===== src/hdl/vfe_pkg.sv =====
// ============================================================================
// vfe_pkg
// Shared types and constants for the VXLAN frame encapsulator.
// ============================================================================
`default_nettype none

package vfe_pkg;

    localparam int INNER_BYTES = 14;
    localparam int HDR_BYTES   = 50;
    localparam int POS_W       = 4;
    localparam int IDX_W       = 6;
    localparam int CFG_IDX_W   = 3;
    localparam int CFG_DATA_W  = 48;
    localparam int SUM_W       = 19;

    localparam logic [POS_W-1:0] POS_LAST      = POS_W'(INNER_BYTES - 1);
    localparam logic [POS_W-1:0] SMAC_FIRST    = 4'd6;
    localparam logic [POS_W-1:0] SMAC_LAST     = 4'd11;
    localparam logic [IDX_W-1:0] HDR_IDX_LAST  = IDX_W'(HDR_BYTES - 1);

    localparam logic [15:0] ETH_TYPE_IPV4  = 16'h0800;
    localparam logic [7:0]  IP_VER_IHL     = 8'h45;
    localparam logic [15:0] IP_FLAGS_DF    = 16'h4000;
    localparam logic [7:0]  IP_TTL         = 8'h40;
    localparam logic [7:0]  IP_PROTO_UDP   = 8'h11;
    localparam logic [15:0] IP_LEN_ADD     = 16'd36;
    localparam logic [15:0] UDP_LEN_ADD    = 16'd16;
    localparam logic [7:0]  VXLAN_FLAGS    = 8'h08;
    localparam logic [15:0] UDP_PORT_RESET = 16'd4789;

    typedef enum logic [CFG_IDX_W-1:0] {
        REG_SRC_MAC  = 3'd0,
        REG_DST_MAC  = 3'd1,
        REG_SRC_IP   = 3'd2,
        REG_DST_IP   = 3'd3,
        REG_UDP_PORT = 3'd4,
        REG_NET_ID   = 3'd5
    } cfg_reg_t;

    typedef struct packed {
        logic buf_write;
        logic calc_sum;
        logic calc_fold;
        logic hdr_load;
        logic held_load;
        logic pass_load;
    } cmd_t;

    typedef struct packed {
        logic hdr_full;
        logic out_room;
        logic hdr_last;
        logic held_last;
        logic end_flag;
    } sts_t;

endpackage

`default_nettype wire


===== src/hdl/vfe_ctrl.sv =====
// ============================================================================
// vfe_ctrl
// Frame sequencer: collect inner header, checksum, emit outer header, held
// bytes, then pass the rest of the frame, if any.
// ============================================================================
`default_nettype none

module vfe_ctrl (
    input  wire logic          clk,
    input  wire logic          rst_n,
    input  wire logic          in_valid,
    input  wire logic          frame_end,
    input  wire vfe_pkg::sts_t sts,
    output vfe_pkg::cmd_t      cmd,
    output logic               in_stall
);
    import vfe_pkg::*;

    typedef enum logic [5:0] {
        S_COLLECT = 6'b000001,
        S_SUM     = 6'b000010,
        S_FOLD    = 6'b000100,
        S_HEAD    = 6'b001000,
        S_HELD    = 6'b010000,
        S_PASS    = 6'b100000
    } state_t;

    state_t state_reg;
    state_t state_next;

    always_comb
    begin
        cmd        = '0;
        state_next = state_reg;
        in_stall   = 1'b1;
        case (state_reg)
            S_COLLECT:
            begin
                in_stall = 1'b0;
                if (in_valid)
                begin
                    cmd.buf_write = 1'b1;
                    if (sts.hdr_full || frame_end)
                    begin
                        state_next = S_SUM;
                    end
                end
            end
            S_SUM:
            begin
                cmd.calc_sum = 1'b1;
                state_next   = S_FOLD;
            end
            S_FOLD:
            begin
                cmd.calc_fold = 1'b1;
                state_next    = S_HEAD;
            end
            S_HEAD:
            begin
                if (sts.out_room)
                begin
                    cmd.hdr_load = 1'b1;
                    if (sts.hdr_last)
                    begin
                        state_next = S_HELD;
                    end
                end
            end
            S_HELD:
            begin
                if (sts.out_room)
                begin
                    cmd.held_load = 1'b1;
                    if (sts.held_last)
                    begin
                        state_next = sts.end_flag ? S_COLLECT : S_PASS;
                    end
                end
            end
            S_PASS:
            begin
                in_stall = !sts.out_room;
                if (in_valid && sts.out_room)
                begin
                    cmd.pass_load = 1'b1;
                    if (frame_end)
                    begin
                        state_next = S_COLLECT;
                    end
                end
            end
            default:
            begin
                state_next = S_COLLECT;
            end
        endcase
    end

    always_ff @(posedge clk or negedge rst_n)
    begin
        if (!rst_n)
        begin
            state_reg <= S_COLLECT;
        end
        else
        begin
            state_reg <= state_next;
        end
    end

endmodule

`default_nettype wire


===== src/hdl/vfe_datapath.sv =====
// ============================================================================
// vfe_datapath
// Configuration registers, inner header buffer, checksums, direction match,
// header byte select and output word register.
// ============================================================================
`default_nettype none

module vfe_datapath (
    input  wire logic                            clk,
    input  wire logic                            rst_n,
    input  wire logic                            cfg_valid,
    input  wire logic [vfe_pkg::CFG_IDX_W-1:0]   cfg_index,
    input  wire logic [vfe_pkg::CFG_DATA_W-1:0]  cfg_data,
    input  wire logic [7:0]                      frame_byte,
    input  wire logic [15:0]                     frame_length,
    input  wire logic                            frame_end,
    input  wire vfe_pkg::cmd_t                   cmd,
    output vfe_pkg::sts_t                        sts,
    output logic [7:0]                           out_byte,
    output logic                                 out_last,
    output logic                                 out_valid,
    input  wire logic                            out_stall
);
    import vfe_pkg::*;

    function automatic logic [15:0] ones_fold(input logic [SUM_W-1:0] s);
        logic [16:0] s1;
        logic [15:0] s2;
        s1 = {1'b0, s[15:0]} + {14'b0, s[SUM_W-1:16]};
        s2 = s1[15:0] + {15'b0, s1[16]};
        return ~s2;
    endfunction

    logic [47:0]       src_mac_reg;
    logic [47:0]       dst_mac_reg;
    logic [31:0]       src_ip_reg;
    logic [31:0]       dst_ip_reg;
    logic [15:0]       udp_port_reg;
    logic [23:0]       net_id_reg;

    logic [7:0]        head_buf_reg [INNER_BYTES];
    logic [POS_W-1:0]  pos_reg;
    logic [POS_W-1:0]  pos_next;
    logic [POS_W-1:0]  count_reg;
    logic [POS_W-1:0]  count_next;
    logic              end_reg;
    logic              end_next;
    logic [15:0]       len_reg;
    logic [15:0]       len_next;
    logic [SUM_W-1:0]  isum_reg;
    logic [SUM_W-1:0]  isum_next;
    logic [47:0]       smac_reg;
    logic [47:0]       smac_next;
    logic [47:0]       first_mac_reg;
    logic              first_seen_reg;
    logic              swap_reg;
    logic [SUM_W-1:0]  ipsum_reg;
    logic [15:0]       ip_csum_reg;
    logic [15:0]       sport_reg;
    logic [IDX_W-1:0]  idx_reg;
    logic [IDX_W-1:0]  idx_next;

    logic [7:0]        out_byte_reg;
    logic              out_last_reg;
    logic              out_valid_reg;

    logic [SUM_W-1:0]  word_add;
    logic [2:0]        smac_slot;
    logic [5:0]        smac_base;
    logic [15:0]       ip_len;
    logic [15:0]       udp_len;
    logic [47:0]       mac_d;
    logic [47:0]       mac_s;
    logic [31:0]       ip_s;
    logic [31:0]       ip_d;
    logic [HDR_BYTES*8-1:0] hdr_vec;
    logic [8:0]        hdr_pos;
    logic [7:0]        hdr_byte;
    logic [SUM_W-1:0]  ipsum_calc;
    logic              any_load;

    assign ip_len  = len_reg + IP_LEN_ADD;
    assign udp_len = len_reg + UDP_LEN_ADD;
    assign mac_d   = swap_reg ? src_mac_reg : dst_mac_reg;
    assign mac_s   = swap_reg ? dst_mac_reg : src_mac_reg;
    assign ip_s    = swap_reg ? dst_ip_reg  : src_ip_reg;
    assign ip_d    = swap_reg ? src_ip_reg  : dst_ip_reg;

    assign ipsum_calc = SUM_W'({IP_VER_IHL, 8'h00}) + SUM_W'(ip_len)
                      + SUM_W'(IP_FLAGS_DF) + SUM_W'({IP_TTL, IP_PROTO_UDP})
                      + SUM_W'(src_ip_reg[31:16]) + SUM_W'(src_ip_reg[15:0])
                      + SUM_W'(dst_ip_reg[31:16]) + SUM_W'(dst_ip_reg[15:0]);

    assign hdr_vec = {mac_d, mac_s, ETH_TYPE_IPV4, IP_VER_IHL, 8'h00, ip_len,
                      16'h0000, IP_FLAGS_DF, IP_TTL, IP_PROTO_UDP, ip_csum_reg,
                      ip_s, ip_d, sport_reg[7:0], sport_reg[15:8], udp_port_reg,
                      udp_len, 16'h0000, VXLAN_FLAGS, 24'h000000, net_id_reg,
                      8'h00};
    assign hdr_pos  = 9'(HDR_BYTES * 8 - 8) - {idx_reg, 3'b000};
    assign hdr_byte = hdr_vec[hdr_pos +: 8];

    assign any_load = cmd.hdr_load || cmd.held_load || cmd.pass_load;

    assign sts.hdr_full  = (pos_reg == POS_LAST);
    assign sts.out_room  = !out_valid_reg || !out_stall;
    assign sts.hdr_last  = (idx_reg == HDR_IDX_LAST);
    assign sts.held_last = (idx_reg[POS_W-1:0] == count_reg - 4'd1);
    assign sts.end_flag  = end_reg;

    assign out_byte  = out_byte_reg;
    assign out_last  = out_last_reg;
    assign out_valid = out_valid_reg;

    always_comb
    begin
        pos_next   = pos_reg;
        count_next = count_reg;
        end_next   = end_reg;
        len_next   = len_reg;
        isum_next  = isum_reg;
        smac_next  = smac_reg;
        idx_next   = idx_reg;
        word_add   = pos_reg[0] ? SUM_W'(frame_byte) : SUM_W'({frame_byte, 8'h00});
        smac_slot  = 3'(pos_reg - SMAC_FIRST);
        smac_base  = 6'd40 - {smac_slot, 3'b000};

        if (cmd.buf_write)
        begin
            if (pos_reg == '0)
            begin
                isum_next = word_add;
                smac_next = '0;
            end
            else
            begin
                isum_next = isum_reg + word_add;
            end
            if (pos_reg >= SMAC_FIRST && pos_reg <= SMAC_LAST)
            begin
                smac_next[smac_base +: 8] = frame_byte;
            end
            if (pos_reg == POS_LAST || frame_end)
            begin
                pos_next   = '0;
                count_next = pos_reg + 4'd1;
                end_next   = frame_end;
                len_next   = frame_length;
            end
            else
            begin
                pos_next = pos_reg + 4'd1;
            end
        end

        if (cmd.calc_fold)
        begin
            idx_next = '0;
        end
        else if (cmd.hdr_load)
        begin
            idx_next = (idx_reg == HDR_IDX_LAST) ? '0 : idx_reg + 6'd1;
        end
        else if (cmd.held_load)
        begin
            idx_next = idx_reg + 6'd1;
        end
    end

    always_ff @(posedge clk or negedge rst_n)
    begin
        if (!rst_n)
        begin
            src_mac_reg    <= '0;
            dst_mac_reg    <= '0;
            src_ip_reg     <= '0;
            dst_ip_reg     <= '0;
            udp_port_reg   <= UDP_PORT_RESET;
            net_id_reg     <= '0;
            pos_reg        <= '0;
            count_reg      <= '0;
            end_reg        <= 1'b0;
            idx_reg        <= '0;
            first_seen_reg <= 1'b0;
            first_mac_reg  <= '0;
            swap_reg       <= 1'b0;
            out_valid_reg  <= 1'b0;
        end
        else
        begin
            if (cfg_valid)
            begin
                case (cfg_reg_t'(cfg_index))
                    REG_SRC_MAC:  src_mac_reg  <= cfg_data;
                    REG_DST_MAC:  dst_mac_reg  <= cfg_data;
                    REG_SRC_IP:   src_ip_reg   <= cfg_data[31:0];
                    REG_DST_IP:   dst_ip_reg   <= cfg_data[31:0];
                    REG_UDP_PORT: udp_port_reg <= cfg_data[15:0];
                    REG_NET_ID:   net_id_reg   <= cfg_data[23:0];
                    default:      ;
                endcase
            end

            pos_reg   <= pos_next;
            count_reg <= count_next;
            end_reg   <= end_next;
            idx_reg   <= idx_next;

            if (cmd.calc_sum)
            begin
                if (!first_seen_reg)
                begin
                    first_seen_reg <= 1'b1;
                    first_mac_reg  <= smac_reg;
                    swap_reg       <= 1'b0;
                end
                else
                begin
                    swap_reg <= (smac_reg != first_mac_reg);
                end
            end

            if (any_load)
            begin
                out_valid_reg <= 1'b1;
            end
            else if (!out_stall)
            begin
                out_valid_reg <= 1'b0;
            end
        end
    end

    always_ff @(posedge clk)
    begin
        len_reg  <= len_next;
        isum_reg <= isum_next;
        smac_reg <= smac_next;
        if (cmd.buf_write)
        begin
            head_buf_reg[pos_reg] <= frame_byte;
        end
        if (cmd.calc_sum)
        begin
            ipsum_reg <= ipsum_calc;
        end
        if (cmd.calc_fold)
        begin
            ip_csum_reg <= ones_fold(ipsum_reg);
            sport_reg   <= ones_fold(isum_reg);
        end
        if (cmd.hdr_load)
        begin
            out_byte_reg <= hdr_byte;
            out_last_reg <= 1'b0;
        end
        else if (cmd.held_load)
        begin
            out_byte_reg <= head_buf_reg[idx_reg[POS_W-1:0]];
            out_last_reg <= end_reg && (idx_reg[POS_W-1:0] == count_reg - 4'd1);
        end
        else if (cmd.pass_load)
        begin
            out_byte_reg <= frame_byte;
            out_last_reg <= frame_end;
        end
    end

endmodule

`default_nettype wire


===== src/hdl/vxlan_frame_encapsulator_unit.sv =====
// ============================================================================
// vxlan_frame_encapsulator_unit
// VXLAN over IPv4 encapsulator: prepends a 50-byte outer header to each
// inner Ethernet frame.
// ============================================================================
// The first 14 inner bytes (or fewer, on a short frame) are taken one word per
// cycle into a header buffer while the inner-header checksum and source MAC
// build up. The sequencer then forms the IP and UDP-port checksums and the
// direction match in its sum and fold states, sends the 50 header words and
// the held bytes at one word per cycle when the output is not stalled, and
// then passes the rest of the frame one word per cycle, also only while the
// output is not stalled. Input is stalled from the last buffered byte until
// the held bytes are sent. The config port never stalls.
`default_nettype none

module vxlan_frame_encapsulator_unit (
    input  wire logic                            clk,
    input  wire logic                            rst_n,
    input  wire logic                            cfg_valid,
    output logic                                 cfg_ready,
    input  wire logic [vfe_pkg::CFG_IDX_W-1:0]   cfg_index,
    input  wire logic [vfe_pkg::CFG_DATA_W-1:0]  cfg_data,
    input  wire logic                            in_valid,
    output logic                                 in_stall,
    input  wire logic [7:0]                      frame_byte,
    input  wire logic [15:0]                     frame_length,
    input  wire logic                            frame_end,
    output logic                                 out_valid,
    input  wire logic                            out_stall,
    output logic [7:0]                           out_byte,
    output logic                                 out_last
);
    import vfe_pkg::*;

    cmd_t cmd;
    sts_t sts;

    assign cfg_ready = 1'b1;

    vfe_ctrl u_ctrl (
        .clk       (clk),
        .rst_n     (rst_n),
        .in_valid  (in_valid),
        .frame_end (frame_end),
        .sts       (sts),
        .cmd       (cmd),
        .in_stall  (in_stall)
    );

    vfe_datapath u_datapath (
        .clk          (clk),
        .rst_n        (rst_n),
        .cfg_valid    (cfg_valid),
        .cfg_index    (cfg_index),
        .cfg_data     (cfg_data),
        .frame_byte   (frame_byte),
        .frame_length (frame_length),
        .frame_end    (frame_end),
        .cmd          (cmd),
        .sts          (sts),
        .out_byte     (out_byte),
        .out_last     (out_last),
        .out_valid    (out_valid),
        .out_stall    (out_stall)
    );

endmodule

`default_nettype wire


===== config.mk =====
export PLATFORM = sky130hd
export DESIGN_NAME = vxlan_frame_encapsulator_unit
export DESIGN_NICKNAME = d
export VERILOG_FILES = /design/src/hdl/vfe_pkg.sv /design/src/hdl/vfe_ctrl.sv /design/src/hdl/vfe_datapath.sv /design/src/hdl/vxlan_frame_encapsulator_unit.sv
export SDC_FILE = /design/constraint.sdc
export NUM_CORES = 1
export LEC_CHECK = 0
export BUFFER_PORTS_ARGS = -buffer_cell sky130_fd_sc_hd__buf_4
export CAP_MARGIN = 20
export CORE_ASPECT_RATIO = 0.6
export CORE_MARGIN = 1
export CORE_UTILIZATION = 40
export CTS_CLUSTER_DIAMETER = 120
export DETAILED_ROUTE_END_ITERATION = 10
export PLACE_DENSITY_LB_ADDON = 0.05
export SLEW_MARGIN = 20
export SYNTH_ARGS = -nofsm -noshare
export SYNTH_HDL_FRONTEND = slang
export SYNTH_SLANG_ARGS = --single-unit

===== constraint.sdc =====
create_clock -name clk -period 7.75 [get_ports clk]
set_clock_uncertainty 0.05 [all_clocks]
set_input_delay 0.775 -clock clk [delete_from_list [all_inputs] [get_ports clk]]
set_output_delay 0.775 -clock clk [all_outputs]
set_load 0.02 [all_outputs]

* After elaboration in Yosys (flattened, before gate mapping)
Memory sizes are Yosys's and may differ from the RTL's. Cells that the tools add are included.
Storage, ports and cells: register bits after elaboration 415, memory bits (writable) 112, output and inout port bits 12, memories 1
Operators by class: add/subtract/negate cells 21, order comparisons 2, eq/ne operators 24, shifts and indexed selects 3, mux-type cells 45, bitwise gates (word level) 3, reductions and logical operators 24
Memory list:
- u_datapath.head_buf_reg | words 14, bits a word 8, read ports 1, clocked after memory_dff 0, wr ports 1, line vfe_datapath.sv:41 | logic [7:0] head_buf_reg [INNER_BYTES];
Operators with widths (count):
- 400-bit by 10-bit variable part select with 8-bit output | 1
- 48-bit 2-to-1 mux | 5
- 6-bit 2-to-1 mux | 13
- 19-bit by 16-bit adder with 19-bit output | 4
- 32-bit 2-to-1 mux | 2
- 48-bit bitwise mux | 1
- 48-bit != test | 1
- 8-bit by 8-bit variable shift with 48-bit output (first input constant) | 1
- 8-bit by 8-bit variable part select with 48-bit output | 1
- 19-bit by 15-bit adder with 19-bit output (second input constant) | 2
- 6-bit case mux with 6 select lines | 1
- 16-bit by 3-bit adder with 17-bit output | 2
- 16-bit by 1-bit adder with 16-bit output | 2
- 16-bit inverter | 2
- 8-bit 2-to-1 mux | 3
- 19-bit adder | 1
- 19-bit 2-to-1 mux | 1
- 15-bit by 16-bit adder with 17-bit output (first input constant) | 1
- 16-bit by 5-bit adder with 16-bit output (second input constant) | 1
- 16-bit by 6-bit adder with 16-bit output (second input constant) | 1
- 1-bit 2-to-1 mux | 16
- 16-bit 2-to-1 mux | 1
- 2-bit AND reduction | 8
- 6-bit == test (second input constant) | 2
- other kinds (32) | 49

* Longest topological paths before layout
word-level depth 8, depth in mapped cells 24, gate-level depth less buffers 23

* Cells and area by module
From an unflattened synthesis, not the netlist that was laid out.
Second synthesis, totals: cell total of the unflattened synthesis 2393, area total of the unflattened synthesis 29866.1 sq um
Modules (own cells, without submodules):
- vfe_datapath | instances 1, cells each 2344, area each 29394.4 sq um
- vfe_ctrl | instances 1, cells each 47, area each 460.4 sq um
- vxlan_frame_encapsulator_unit | instances 1, cells each 2, area each 11.3 sq um

* Worst setup path before layout
No wires, ideal clock.
path type register -> register, start point register u_datapath.len_reg[5], end point register u_datapath.ipsum_reg[18] (data pin), setup time 0.267 ns, data arrival time 5.257 ns, path slack 2.176 ns, stages on the path, launching flop included 24, buffers on the path 1, clock period less this slack 5.574 ns, cell sequence edfxtp_1 -> clkbuf_1 -> inv_1 -> ha_1 -> a21oi_1 -> nor2_1 -> xnor2_1 -> inv_1 -> ha_1 -> o21ai_0 -> a221oi_1 -> xnor2_1 -> fa_1 -> inv_1 -> fa_1 -> fa_1 -> inv_1 -> ha_1 -> inv_1 -> o21bai_1 -> a211oi_1 -> a21oi_1 -> a211oi_1 -> a21oi_1
Between the ends: longest elaborated chain between the ends 8
RTL lines:
- from (decl) | line vfe_datapath.sv:48 | logic [15:0] len_reg;
- from (signal assigned) | line vfe_datapath.sv:235 | len_reg <= len_next;
- 16-bit by 6-bit adder with 16-bit output | line vfe_datapath.sv:82 | assign ip_len = len_reg + IP_LEN_ADD;
- 15-bit by 16-bit adder with 17-bit output | line vfe_datapath.sv:89 | assign ipsum_calc = SUM_W'({IP_VER_IHL, 8'h00}) + SUM_W'(ip_len)
- 19-bit by 15-bit adder with 19-bit output (2 in series) | line vfe_datapath.sv:90 | + SUM_W'(IP_FLAGS_DF) + SUM_W'({IP_TTL, IP_PROTO_UDP})
- 19-bit by 16-bit adder with 19-bit output (2 in series) | line vfe_datapath.sv:91 | + SUM_W'(src_ip_reg[31:16]) + SUM_W'(src_ip_reg[15:0])
- 19-bit by 16-bit adder with 19-bit output (2 in series) | line vfe_datapath.sv:92 | + SUM_W'(dst_ip_reg[31:16]) + SUM_W'(dst_ip_reg[15:0]);
- named net u_datapath.ipsum_calc[18] | line vfe_datapath.sv:79 | logic [SUM_W-1:0] ipsum_calc;
- to (signal assigned) | line vfe_datapath.sv:244 | ipsum_reg <= ipsum_calc;
- to (decl) | line vfe_datapath.sv:57 | logic [SUM_W-1:0] ipsum_reg;
The timed path passes the listed nets, and every way through them passes these cells. A chain may end at the register's enable or synchronous reset.

* Worst setup path after layout
Same ends and word-level chain as after synthesis.

==> run_results.csv <==
group,metric,value,unit
critical_path,cp_data_arrival_time,6.49,ns
timing,rsz0062_at_grt,"no",
final_layout,area_delta_synth_final,10.8,%
synth,synth.avg_cell_area,12.5,um2
clock_tree,clock-sinks,527,
critical_path,start_kind,"flop",
outcome,failed_checks,"DRC",
synth,ys.flop_type,"dfrtp_1",
power_and_ir_drop,p_per_area,397,mW/mm2
timing,slew_violations,0,
synth,synthesis.area,0.0300,mm2
critical_path,end_kind,"flop",
placement,hpwlAfterDp,69200,um
clock_tree,postCtsResizedCells,0,
final_layout,final_common_cell,"mux2_2",
drt,vias,20721,
synth,synth_nets,2618,
final_layout,final_cell_mix,"mux2_2 (263), dfrtp_1 (261), edfxtp_1 (254), nand2_1 (184), inv_1 (128)",
global_route,grt_pass1_wl,141000,um
drt,drtPass1Iterations,9,
run,cap_violations,0,
clock_tree,clk_latency,0.65,ns
outcome,status,"complete, but fails checks",
synth,yosysUniqueCellTypes,94,
placement,portBuffers,91,
floorplan,core-area,0.0739,mm2
floorplan,fp.dieH,214,um
final_layout,largest_reg_flops,112,
synth,syn_inst,2407,
clock_tree,root_buffer,"clkbuf_16",
drt,vias_per_cell,5.94,
drt,routed_wirelength,95000,um
timing,max_slew.worst_pin.slew,1.08,ns
critical_path,critPathMaxFanout,10,
timing,relSlewSlack,0.271,
global_route,first_global_vias,20093,
floorplan,fp-row-count,77,
critical_path,startpoint,"u_datapath.len_reg[5]",
drt,detail-route-antenna-nets,0,
critical_path,critPathCapture,"u_datapath.ipsum_reg[18]",
timing,finalCritPeriodShare,0.797,
floorplan,initial_utilization,0.406,
clock_tree,cts_setup_buffers,0,
critical_path,worstSetupPathType,"flop to flop",
clock_tree,htree_levels,2,
critical_path,rr_startpoint,"u_datapath.len_reg[5]",
drt,wl_per_cell,27.2,um
final_layout,final_nets,2671,
critical_path,cp_cell_sequence,"inv_1 -> ha_1 -> a21oi_1 -> buf_4 -> nor2_1 -> xnor2_1 -> inv_1 -> ha_1 -> o21ai_0 -> a221oi_1 -> xnor2_1 -> fa_1 -> inv_1 -> fa_1 -> fa_1 -> inv_1 -> ha_1 -> inv_1 -> o21bai_1 -> a211oi_1 -> a21oi_1 -> a211oi_1 -> a21oi_1",
critical_path,crit_path_max_incr_delay,0.56,ns
placement,gp_congestion,0.912,
synth,synthArstFlopShare,0.516,
floorplan,io_pins,93,
global_route,grtUsageTotal,0.252,
timing,final-setup-viol-count,0,
timing,timing.fmax,0.162,GHz
drt,first_iter_violations,2155,
critical_path,reg2reg_depth,23,
global_route,grt_max_degree,160,
drt,drc,24,
clock_tree,cts_hold_buffers,0,
final_layout,seq_area,0.0145,mm2
synth,synth_warnings,0,
global_route,overflow,0,
critical_path,r2r_slack,1.58,ns
synth,ys_ff_latch,527,
final_layout,fillers,6764,
clock_tree,cts_tree,"done",
clock_tree,numCtsBuffers,53,
power_and_ir_drop,peakVddDrop,248,uV
final_layout,post-route-util,0.450,
timing,hold_viol,0,
synth,synth_edf_count,254,
floorplan,die_w,355,um
power_and_ir_drop,power.static_leakage,12.9,nW
synth,yosysSeqAreaShare,0.482,
clock_tree,clk_path_buf_depth,3,
critical_path,rr_endpoint,"u_datapath.ipsum_reg[18]",
clock_tree,path_clk_slew,0.06,ns
critical_path,crit_path_frequent_cell,"inv_1",
timing,final.setup.tns,0,ns
critical_path,required,8.07,ns
hold_path,hold_class,"primary input to async pin",
timing,min_period,6.17,ns
final_layout,multi_input_area,0.0145,mm2
final_layout,drive_above_1_share,0.248,
floorplan,die_area,0.0761,mm2
critical_path,slowest_stage,"edfxtp_1",
global_route,antenna_found_initial,8,
==> worst min-delay path by stage <==
stage	start	end	slack, ns	cells after the start
detailed placement	u_datapath.net_id_reg[20]	u_datapath.net_id_reg[20]	0.44	1
floorplan	u_datapath.first_seen_reg	u_datapath.first_seen_reg	0.41	1
global placement	u_datapath.net_id_reg[14]	u_datapath.net_id_reg[14]	0.43	1
CTS	rst_n	u_datapath.first_mac_reg[23]	0.21	1
finish	rst_n	u_datapath.first_mac_reg[23]	0.18	1
global route	rst_n	u_datapath.first_mac_reg[21]	0.25	1
==> kinds of logic after synthesis <==
family | after synthesis | synth area share
xor gates and xnor gates | 160 | 0.0472
and+or+nand+nor | 549 | 0.0904
other | 1 | 0.000125
buffers and inverters | 251 | 0.0364
adders and majority gates | 130 | 0.0670
DFF | 527 | 0.482
muxes | 406 | 0.193
AOI/OAI and AO/OA | 383 | 0.0831
==> layer usage <==
metal / GRT usage / vias up / routed length (um)
met2: 0.311 / 773 / 35400
met4: 0.0450 / 2 / 1410
met3: 0.0614 / 89 / 8630
li1: - / 9043 / -
met1: 0.431 / 10814 / 49500
met5: 0 / - / 13
==> per-stage QoR <==
| step | hold WS, ns | std cells | setup WS, ns | area [um2] | power [W] |
|---|---|---|---|---|---|
| after floorplan | 0.408 | 2407 | 2.18 | 30000 | 0.00877 |
| after global placement | 0.434 | 3392 | 1.79 | 31600 | 0.0105 |
| after detailed placement | 0.440 | 3392 | 1.74 | 31600 | 0.0106 |
| after CTS | 0.213 | 3487 | 1.71 | 33200 | 0.0132 |
| after global routing | 0.247 | 3487 | 1.06 | 33200 | 0.0141 |
| final | 0.179 | 3489 | 1.58 | 33200 | 0.0132 |
==> Yosys cell counts, drive strengths merged (11+ instances only) <==
| library cell | instances | share of area |
|---|---|---|
| a211oi | 15 | 0.0043 |
| a21oi | 95 | 0.016 |
| a221oi | 11 | 0.0032 |
| a22o | 11 | 0.0032 |
| a31oi | 22 | 0.0046 |
| and3 | 26 | 0.0056 |
| buf | 67 | 0.013 |
| clkbuf | 55 | 0.0070 |
| dfrtp | 264 | 0.22 |
| edfxtp | 254 | 0.25 |
| fa | 51 | 0.034 |
| ha | 79 | 0.033 |
| inv | 129 | 0.016 |
| mux2 | 263 | 0.099 |
| mux2i | 31 | 0.010 |
| mux4 | 112 | 0.084 |
| nand2 | 186 | 0.023 |
| nand2b | 25 | 0.0052 |
| nand3 | 75 | 0.013 |
| nand4 | 12 | 0.0025 |
| nor2 | 107 | 0.014 |
| nor3 | 22 | 0.0037 |
| nor4 | 26 | 0.0061 |
| o21ai | 103 | 0.017 |
| o21bai | 11 | 0.0028 |
| o31ai | 12 | 0.0030 |
| xnor2 | 72 | 0.021 |
| xor2 | 88 | 0.026 |
==> critical path, delay by kind of cell (launching register included) <==
family                     cells  cell delay [ns]
and+or+nand+nor                1             0.08
adders and majority gates      6             2.35
AOI/OAI and AO/OA              8             1.56
DFF                            1             0.56
xor gates and xnor gates       2             0.63
buffers and inverters          6             0.67
==> area by class of cell <==
| class | count | share of cell area |
|---|---|---|
| timing repair buffer | 120 | 0.0278 |
| multi-input combinational | 1629 | 0.436 |
| sequential | 527 | 0.436 |
| clock buffer | 68 | 0.0428 |
| tap | 987 | 0.0372 |
| inverter | 129 | 0.0146 |
| antenna | 2 | 0.000151 |
| clock inverter | 27 | 0.00606 |
==> power breakdown <==
group	total, W	leakage (nW)	switching [W]	internal (W)
combinational	0.00615	6.45	0.00349	0.00266
clock	0.00253	0.796	0.00119	0.00133
sequential	0.00451	5.63	0.000682	0.00383
total	0.0132	12.9	0.00537	0.00782
(Power assumes the default switching activity.)
